## config.mk

```make
export PLATFORM = sky130hd
export DESIGN_NAME = mvsm_div
export DESIGN_NICKNAME = d
export VERILOG_FILES = /design/src/rtl/core/mvsm_pkg.sv /design/src/rtl/core/mvsm_div.sv
export SDC_FILE = /design/constraint.sdc
export NUM_CORES = 1
export LEC_CHECK = 0
export ABC_AREA = 1
export BUFFER_PORTS_ARGS = -buffer_cell sky130_fd_sc_hd__buf_2
export CORE_UTILIZATION = 45
export CTS_CLUSTER_DIAMETER = 150
export DETAILED_ROUTE_END_ITERATION = 8
export PLACE_DENSITY = 0.68
export SYNTH_ARGS = -nofsm -noshare
export SYNTH_HDL_FRONTEND = slang
export SYNTH_SLANG_ARGS = --single-unit
```

## constraint.sdc

```tcl
create_clock -name clk_i -period 2.9 [get_ports clk_i]
set_clock_uncertainty 0.05 [all_clocks]
set_input_delay 0.145 -clock clk_i [delete_from_list [all_inputs] [get_ports clk_i]]
set_output_delay 0.145 -clock clk_i [all_outputs]
set_load 0.03 [all_outputs]
```

## src/rtl/core/mvsm_pkg.sv

```systemverilog
// Shared types and constants for the multi-voice sample mixer.
package mvsm_pkg;

  localparam int unsigned Voices      = 16;
  localparam int unsigned VoiceW      = $clog2(Voices);
  localparam int unsigned SampleWords = 65536;
  localparam int unsigned MemAddrW    = $clog2(SampleWords);

  localparam logic [15:0] PitchMin = 16'd410;
  localparam logic [15:0] PitchMax = 16'd40960;
  localparam logic [17:0] RateReset = 18'd44100;

  typedef enum logic [2:0] {
    ACT_WRITE = 3'd0,
    ACT_PLAY  = 3'd1,
    ACT_STOPV = 3'd2,
    ACT_STOPS = 3'd3,
    ACT_MIX   = 3'd4
  } action_e;

  // Divider request: dividend up to 38 bits, divisor 18 bits.
  typedef struct packed {
    logic        start;
    logic [37:0] num;
    logic [17:0] den;
  } div_req_t;

  typedef struct packed {
    logic        done;
    logic [37:0] quo;
  } div_rsp_t;

  // Saturate a signed value to 16 bits.
  function automatic logic signed [15:0] sat16(input logic signed [35:0] v);
    if (v > 36'sd32767) return 16'sh7fff;
    if (v < -36'sd32768) return 16'sh8000;
    return v[15:0];
  endfunction

endpackage

```

## src/rtl/core/mvsm_div.sv

```systemverilog
// Radix-2 restoring divider, one quotient bit per cycle.
module mvsm_div (
  input  logic                clk_i,
  input  logic                rst_ni,
  input  mvsm_pkg::div_req_t  req_i,
  output mvsm_pkg::div_rsp_t  rsp_o
);
  import mvsm_pkg::*;

  logic [37:0] quo_q, quo_d;
  logic [18:0] rem_q, rem_d;
  logic [17:0] den_q, den_d;
  logic [5:0]  cnt_q, cnt_d;
  logic        busy_q, busy_d;
  logic        done_q, done_d;
  logic [18:0] trial;

  always_comb begin
    quo_d  = quo_q;
    rem_d  = rem_q;
    den_d  = den_q;
    cnt_d  = cnt_q;
    busy_d = busy_q;
    done_d = 1'b0;
    trial  = {rem_q[17:0], quo_q[37]};
    if (req_i.start) begin
      quo_d  = req_i.num;
      rem_d  = '0;
      den_d  = req_i.den;
      cnt_d  = 6'd38;
      busy_d = 1'b1;
    end else if (busy_q) begin
      if (trial >= {1'b0, den_q}) begin
        rem_d = trial - {1'b0, den_q};
        quo_d = {quo_q[36:0], 1'b1};
      end else begin
        rem_d = trial;
        quo_d = {quo_q[36:0], 1'b0};
      end
      cnt_d = cnt_q - 6'd1;
      if (cnt_q == 6'd1) begin
        busy_d = 1'b0;
        done_d = 1'b1;
      end
    end
  end

  always_ff @(posedge clk_i or negedge rst_ni) begin
    if (!rst_ni) begin
      cnt_q  <= '0;
      busy_q <= 1'b0;
      done_q <= 1'b0;
    end else begin
      cnt_q  <= cnt_d;
      busy_q <= busy_d;
      done_q <= done_d;
    end
  end

  always_ff @(posedge clk_i) begin
    quo_q <= quo_d;
    rem_q <= rem_d;
    den_q <= den_d;
  end

  assign rsp_o.done = done_q;
  assign rsp_o.quo  = quo_q;

endmodule

```

After elaboration in Yosys (flattened, before gate mapping)
Index checks and enable logic that the tools add are counted.

Mux-type cells: 12. $lt $le $gt $ge: 1. Add/sub/neg operators: 2. Reduce and logical (&&, ||, !) cells: 1. Equality and inequality tests: 1.

Operators by type and width (number): 38-bit two-way mux (2); 19-bit by 18-bit greater-or-equal comparator with 1-bit output (1); 18-bit two-way mux (1); 18-bit subtractor (1); 6-bit two-way mux (2); 1-bit two-way mux (7); 6-bit by 1-bit equality test with 1-bit output (second input constant) (1); 6-bit by 1-bit subtractor with 6-bit output (second input constant) (1); 2-bit nonzero test (1).

Output and inout bits: 39. Logic and storage cells: 23. Input port bits: 59. Flip-flop bits (word level): 82.

Longest topological paths before layout
Gate-level depths: netlist (run 1).

Depth after elaboration: 4. Depth in mapped cells: 16. Depth with buffers taken out: 15.

Least setup slack after synthesis (run 1)
OpenSTA, ideal clock, no wires.

Kind: register to register. Start point: register busy_q. End point: register quo_q[0], enable pin. Path slack: 0.710 ns. Period minus slack after synthesis: 2.190 ns. Buffers on the path: 1. Cell stages (with the launch flop): 4. Setup time: 0.417 ns. Arrival time: 1.724 ns. Path through: dfrtp_1 > nor2_1 > inv_1 > clkbuf_1.

Longest elaborated chain between the ends: 1.

Ends and longest elaborated chain: start, declared (line mvsm_div.sv:14) `logic busy_q, busy_d;`; start signal, assigned (line mvsm_div.sv:55) `busy_q <= busy_d;`; 2-bit nonzero test (no line); end signal, assigned (line mvsm_div.sv:61) `quo_q <= quo_d;`; end, declared (line mvsm_div.sv:10) `logic [37:0] quo_q, quo_d;`.

Every way passes these cells. A chain may end at the register's enable or synchronous reset.

Worst setup path after layout (run 1)
Start point: register den_q[16]. End point: register rem_q[8].

Longest elaborated chain between the ends: 2.

Ends and longest elaborated chain: start, declared (line mvsm_div.sv:12) `logic [17:0] den_q, den_d;`; start signal, assigned (line mvsm_div.sv:63) `den_q <= den_d;`; 19-bit by 18-bit greater-or-equal comparator with 1-bit output (line mvsm_div.sv:33) `if (trial >= {1'b0, den_q}) begin`; 18-bit two-way mux (line mvsm_div.sv:33); end signal, assigned (line mvsm_div.sv:62) `rem_q <= rem_d;`; end, declared (line mvsm_div.sv:11) `logic [18:0] rem_q, rem_d;`.

Every way passes these cells.

==> results.md, run 1 <==
* Initial antenna violation count at 0
* Final Hold Fails at 0
* Initial DRT Pass Iterations at 5
* Hold Path Class: in2reg
* Area of the mapped netlist at about 4600 um2
* Row cnt at 36
* Die width at 103 um
* Grt total ovfl at 0
* Fin crit share at between 80 and 90%
* WHS Path Cells at 3
* DRC at 0
* Drt first-iter violations at about 160
* Vias at 4200
* Setup-failing EPs final at 0
* Top-count cell post-synth: nand2_1
* Uppermost layer routed: met4
* RSZ-0062 raised after global routing: no
* CTS tree: built
* Yosys cell types at 34
* CP max FO at 18
* Post-synth top flop: edfxtp_1
* Vias per cell at 4.92
* Post-CTS resize count at 0
* Outcome: finished, final reports clean
* Synth area leader: edfxtp_1
* Largest cells by area after synthesis: edfxtp_1, nand2_1, dfxtp_1, inv_1, ha_1
* Max Fclk at 0.423 GHz
* Post-synthesis sequential area ratio at 48.6%
* Rel. slew slack at 43.9%
* Synth-to-Final Area Change at 28.0%
* Top cell type's share of synthesized area at a little over a third
* First-pass GRT wire length at 19200 um
* Nets at 795
* Share of flip-flops with an asynchronous set or reset at 9.76%
* Root buffer cell: clkbuf_8
* Reg2Reg Depth at 9
* Power Density at between 700 and 800 nW/um2
* Synth Warn # at 0
* CTS sink count at 82
* Met3 wire len at 811 um
* CP startpoint kind: register
* DRT Wirelength at ~12000 um
* Setup crit end kind: register
* Reg clk slew, reported paths at approximately 0.08 ns
* Cells after Synth at between 500 and 600
* Leak pwr at 3.04 nW
* M1 wire length at a little over 5000 um
* Die span in y at 103 um
* Clk Latency, worst-skew pair at 0.37 ns
* Port Buffers at 97
* WL per Instance at between 10 and 15 um
* Remaining antenna violation count after routing at 0
* Max-cap violation count at 0
* Share of cells above drive strength 1 at between 20 and 25%
* Tightest Pin Transition at 0.840 ns
* Core area at 9860 um2
* Post-detail-place hpwl at 7720 um
* Worst VDD drop at roughly 400 uV
* Largest net degree at the start of global routing at 44
* Die area at about 11000 um2
* Initial Utilization at between 40 and 50%
* Num CTS Buffers at 9
* TNS Setup at 0 ns
* Number of diodes at 0
* Power Total at roughly 0.0045 W
* Syn Area/Cell at roughly 8.2 um2
* CP Data Arrival Time at 2.59 ns
* Wire length on met2 at roughly 5400 um
* Clock buffer depth at 2
* Synthesized flop and latch total at 82
* Final min period at 2.37 ns
* Syn Nets at 645
* WS Path Type: reg2reg
* Post-synth EDFFs at 56
* # IOs at 98
* Commonest cells post-synth: nand2_1, inv_1, edfxtp_1
* Final number of max-transition violations at 0
* Gr usage total at 23.8%
* Data required time of the worst path at 3.13 ns
* H-tree depth at 3
* Routability cong. at 0.908
* Vias in the first global route at 4242
## final cells by class
class                   count  area [um2]
inverters                  69         259
clock inverters             4        27.5
clock buffers              12         145
multi-input cells         396        2000
well taps                 133         166
flip-flops and latches     82        2240
repair buffers            157        1070
fillers                   876        3960
## cell families after synthesis
| kind of cell | share of synthesized area [%] |
|---|---|
| and+or+nand+nor | 31.7 |
| adders and majority gates | 5.86 |
| DFF | 48.6 |
| xor gates and xnor gates | 1.52 |
| buffers and inverters | 8.16 |
| AOI/OAI and AO/OA | 4.23 |
## flip-flops by register name, summed over array words and instances (netlist names)
name and cells:
den_q 18, quo_q 38, rem_q 18, busy_q 1
cnt_q 6, done_q 1
## worst max-delay path, stage by stage (launching register included)
cell and delay (ns):
edfxtp_1 0.32, inv_1 0.04, ha_1 0.32, a21oi_1 0.20
o21ai_0 0.16, nor2_2 0.60, nand2_4 0.27, nand2_1 0.13
nand3_1 0.06, o21ai_0 0.13
## cell usage in the layout (no fill, tap or decap), types with 3 or more instances in the layout
| master | instances |
|---|---|
| dlygate4sd3_1 | 54 |
| clkbuf_8 | 10 |
| nand2_1 | 230 |
| a21oi_1 | 13 |
| nand3_1 | 39 |
| nand3b_1 | 6 |
| nor3_1 | 5 |
| o21ai_0 | 15 |
| nand3b_2 | 7 |
| buf_4 | 6 |
| ha_1 | 20 |
| edfxtp_1 | 56 |
| nor2_1 | 25 |
| nand2_4 | 4 |
| dfxtp_1 | 18 |
| dfrtp_1 | 8 |
| nor2_2 | 4 |
| inv_1 | 67 |
| nand3_2 | 3 |
| xnor2_1 | 7 |
| nand2_2 | 6 |
| buf_2 | 97 |
## path summary, 6_finish.rpt
kind                                 from   endpoint  slack [ns]
max in group asynchronous          rst_ni   cnt_q[1]        2.55
worst max register to register  den_q[16]   rem_q[8]        0.53
worst min register to register  rem_q[16]  rem_q[16]        0.43
worst min-delay path            req_i[20]   quo_q[2]        0.03
min in group asynchronous          rst_ni   cnt_q[3]        0.09
worst max-delay path            den_q[16]   rem_q[8]        0.53
## stage by stage
stage / worst slack [ns] / area, um2 / hold slack, ns / std cells / util [%]
2_1_floorplan: 0.710 / 4620 / -0.201 / 565 / -
3_3_place_gp: 0.577 / 5190 / -0.0567 / 783 / 52.7
3_5_place_dp: 0.556 / 5190 / -0.0548 / 783 / 52.7
4_1_cts: 0.504 / 5910 / 0.00225 / 853 / 59.9
5_1_grt: 0.347 / 5910 / 0.0119 / 853 / 59.9
6_report: 0.534 / 5910 / 0.0281 / 853 / 59.9
## power breakdown
group,total (W),internal (W),switching (W)
clock,0.000769,0.000336,0.000433
combinational,0.00214,0.000820,0.00132
sequential,0.00159,0.00146,0.000127
total,0.00449,0.00262,0.00188
## repair_timing
item / 4_1_cts / 5_1_grt
buffers inserted: 0 / 0
endpoints found under the hold margin: 61 / 0
hold buffers: 54 / 0
## layer usage
layer,up-vias,GRT usage [%]
li1,2102,-
met3,15,8.40
met5,-,0
met2,154,39.6
met1,1929,28.7
met4,0,8.02
No activity file was read; power rests on OpenSTA's default activity.
==> run 2: changes to the inputs <==
--- a/config.mk
+++ b/config.mk
@@ -10,7 +10,7 @@
 export CORE_UTILIZATION = 45
 export CTS_CLUSTER_DIAMETER = 150
 export DETAILED_ROUTE_END_ITERATION = 8
-export PLACE_DENSITY = 0.68
+export PLACE_DENSITY = 0.7
 export SYNTH_ARGS = -nofsm -noshare
 export SYNTH_HDL_FRONTEND = slang
 export SYNTH_SLANG_ARGS = --single-unit
==> constraint.sdc (replaced) <==
create_clock -name clk_i -period 2 [get_ports clk_i]
set_clock_uncertainty 0.05 [all_clocks]
set_input_delay 0.1 -clock clk_i [delete_from_list [all_inputs] [get_ports clk_i]]
set_output_delay 0.1 -clock clk_i [all_outputs]
set_load 0.03 [all_outputs]
==> results.md, run 2 (synthesized netlist as in run 1, its figures left out) <==
* Clk Latency, worst-skew pair at 0.38 ns (was 0.37 ns)
* Max Fclk at 0.502 GHz (was 0.423 GHz)
* Die span in y at 103 um (unchanged)
* M3 GR Usage at 6.45% (was 8.40%)
* TNS Setup at 0 ns (unchanged)
* Clock network power share at 15.5% (was 17.1%)
* Num CTS Buffers at 9 (unchanged)
* Core area at 9860 um2 (unchanged)
* Final Non-Filler Cells at 885 (was 853)
* Share of cells above drive strength 1 at 32.7% (was 20.1%)
* Vias at 4371 (was 4200)
* Tightest Pin Transition at 1.01 ns (was 0.840 ns)
* CP Data Arrival Time at 2.17 ns (was 2.59 ns)
* CP peak stage delay at 0.44 ns (was 0.60 ns)
* Drt first-iter violations at 243 (was 155)
* Vias per cell at 4.94 (was 4.92)
* CP max FO at 9 (was 18)
* Top Registers: quo_q x38, den_q x18, rem_q x18 (unchanged)
* Leak pwr at 3.32 nW (was 3.04 nW)
* WL per Instance at 14.6 um (was 13.5 um)
* Max-cap violation count at 0 (unchanged)
* Setup-failing EPs final at 0 (unchanged)
* Worst VDD drop at 467 uV (was 397 uV)
* Initial DRT Pass Iterations at 4 (was 5)
* Reg2Reg Depth at 14 (was 9)
* Largest net degree at the start of global routing at 50 (was 44)
* Data required time of the worst path at 2.18 ns (was 3.13 ns)
* CP Buf/Inv Count at 2 (was 1)
* CP startpoint kind: register (unchanged)
* Root buffer cell: clkbuf_8 (unchanged)
* Most used cell, CP: nand2_4 (was o21ai_0)
* Gr usage total at 23.9% (was 23.8%)
* Nets at 827 (was 795)
* Post-route cell area at 6690 um2 (was 5910 um2)
* H-tree depth at 3 (unchanged)
* P_int at 0.00472 W (was 0.00262 W)
* Row cnt at 36 (unchanged)
* Die width at 103 um (unchanged)
* Port Buffers at 97 (unchanged)
* Grt total ovfl at 0 (unchanged)
* DRC at 0 (unchanged)
* Clock buffer depth at 2 (unchanged)
* Final min period at 1.99 ns (was 2.37 ns)
* Switching pwr at 0.00333 W (was 0.00188 W)
* Crit-path slowest cell: edfxtp_1 (was nor2_2)
* Most frequent cells in the layout: nand2_1, buf_2, edfxtp_1, dlygate4sd3_1, inv_1 (was nand2_1, buf_2, inv_1)
* Proportion of power drawn by flip-flops and latches at 29.5% (was 35.4%)
* WS Path Type: reg2reg (unchanged)
* Outcome: finished, final reports clean (unchanged)
* Reg-to-Reg Start: den_q[0] (was den_q[16])
* Comb pwr share at 55.0% (was 47.5%)
* Setup crit end kind: register (unchanged)
* Gr busiest metal: met2 (unchanged)
* First-pass GRT wire length at 19300 um (was 19200 um)
* CTS sink count at 82 (unchanged)
* Hold Path Class: in2async (was in2reg)
* Final setup margin at 0.00798 ns (was 0.534 ns)
* Post-placement cell area at 5320 um2 (was 5190 um2)
* Most common cell after layout, fill and taps aside: nand2_1 (unchanged)
* Max reg flops at 38 (unchanged)
* R2R setup slack at 0.008 ns (was 0.53 ns)
* Met2 usage at 42.7% (was 39.6%)
* Final number of max-transition violations at 0 (unchanged)
* Vias in the first global route at 4196 (was 4242)
* Reg clk slew, reported paths at 0.09 ns (was 0.08 ns)
* Routability cong. at 0.913 (was 0.908)
* Met1 usage at 27.6% (was 28.7%)
* Setup slack at placement at -0.0675 ns (was 0.556 ns)
* Power Density at 1200 nW/um2 (was 760 nW/um2)
* Fin crit share at 99.6% (was 81.6%)
* Placed instance count at 798 (was 783)
* RR Endpoint: rem_q[8] (unchanged)
* Largest register by flop count: quo_q (unchanged)
* Final Hold Fails at 0 (unchanged)
* Initial antenna violation count at 0 (unchanged)
* CTS tree: built (unchanged)
* Worst path cell trace: ha_4 > inv_4 > buf_4 > nand3_1 > nand2_2 > nand2_2 > nand2_4 > nand2_4 > nand2_4 > nand2_8 > nand2_8 > nand2_1 > nand3_1 > o21ai_1 (was inv_1 > ha_1 > a21oi_1 > o21ai_0 > nor2_2 > nand2_4 > nand2_1 > nand3_1 > o21ai_0)
* Number of diodes at 0 (unchanged)
* Rel. slew slack at 32.7% (was 43.9%)
* Delay-heaviest family, CP: simple AND/OR/NAND/NOR gates (unchanged)
* Initial Utilization at 46.8% (unchanged)
* Die area at 10700 um2 (unchanged)
* Remaining antenna violation count after routing at 0 (unchanged)
* DRT Wirelength at 12900 um (was 11500 um)
* Post-detail-place hpwl at 7570 um (was 7720 um)
* RSZ-0062 raised after global routing: yes (was no)
* Synth-to-Final Area Change at 44.9% (was 28.0%)
* # IOs at 98 (unchanged)
* Sw frac at 41.4% (was 41.7%)
* Power Total at 0.00804 W (was 0.00449 W)
==> run 2: worst max path at each step <==
stage                    from        end  slack, ns  cells after the start
detailed placement  quo_q[37]  rem_q[14]      -0.07                     15
CTS                  den_q[6]   rem_q[7]     0.0005                     13
finish               den_q[0]   rem_q[8]      0.008                     14
floorplan           quo_q[37]  rem_q[14]      -0.06                     14
global placement    quo_q[37]  rem_q[14]      -0.04                     14
global route        quo_q[37]  rem_q[14]       -0.1                     14
==> run 2: layer usage <==
metal	vias up	part of all wire [%]
met5	-	0
met4	0	3.1
met3	32	5.2
met2	150	50
met1	2017	42
li1	2172	-
==> run 2: final cells by class <==
type | count | area (um2)
fill | 754 | 3180
multi-input combinational | 397 | 2440
sequential | 82 | 2240
timing repair buffer | 188 | 1390
inverter | 69 | 262
tap | 133 | 166
clock buffer | 10 | 128
clock inverter | 6 | 66.3
==> run 2: worst reg2reg max path: cells and delay by family, from the launching register on <==
family	cells	cell delay (ns)
AO/OA/AOI/OAI	1	0.07
flip-flops	1	0.44
buffers and inverters	2	0.18
adder cells (fa/ha/maj)	1	0.20
AND/OR/NAND/NOR	10	0.91
==> run 2: timing repair <==
item / 4_1_cts / 5_1_grt
gates cloned: 0 / 3
hold endpoints to repair: 63 / 0
buffers inserted: 3 / 9
endpoints found under the setup margin: 16 / 19
pin swaps: 9 / 31
resized for setup: 12 / 96
hold buffers: 56 / 0
==> run 2: stage by stage <==
step / utilization, % / hold slack [ns]
after floorplan: - / -0.246
after global placement: 54.0 / -0.0982
after detailed placement: 54.0 / -0.0965
after CTS: 62.6 / 0.0369
after global routing: 67.8 / 0.0479
final: 67.8 / 0.0380
==> run 2: power by group through the flow <==
stage	Combinational [W]	Clock, W	Sequential, W
finish	0.00442	0.00125	0.00237
global route	0.00483	0.00134	0.00241
global placement	0.00308	0	0.00231
detailed placement	0.00312	0	0.00232
floorplan	0.00224	0	0.00245
CTS	0.00339	0.00127	0.00230
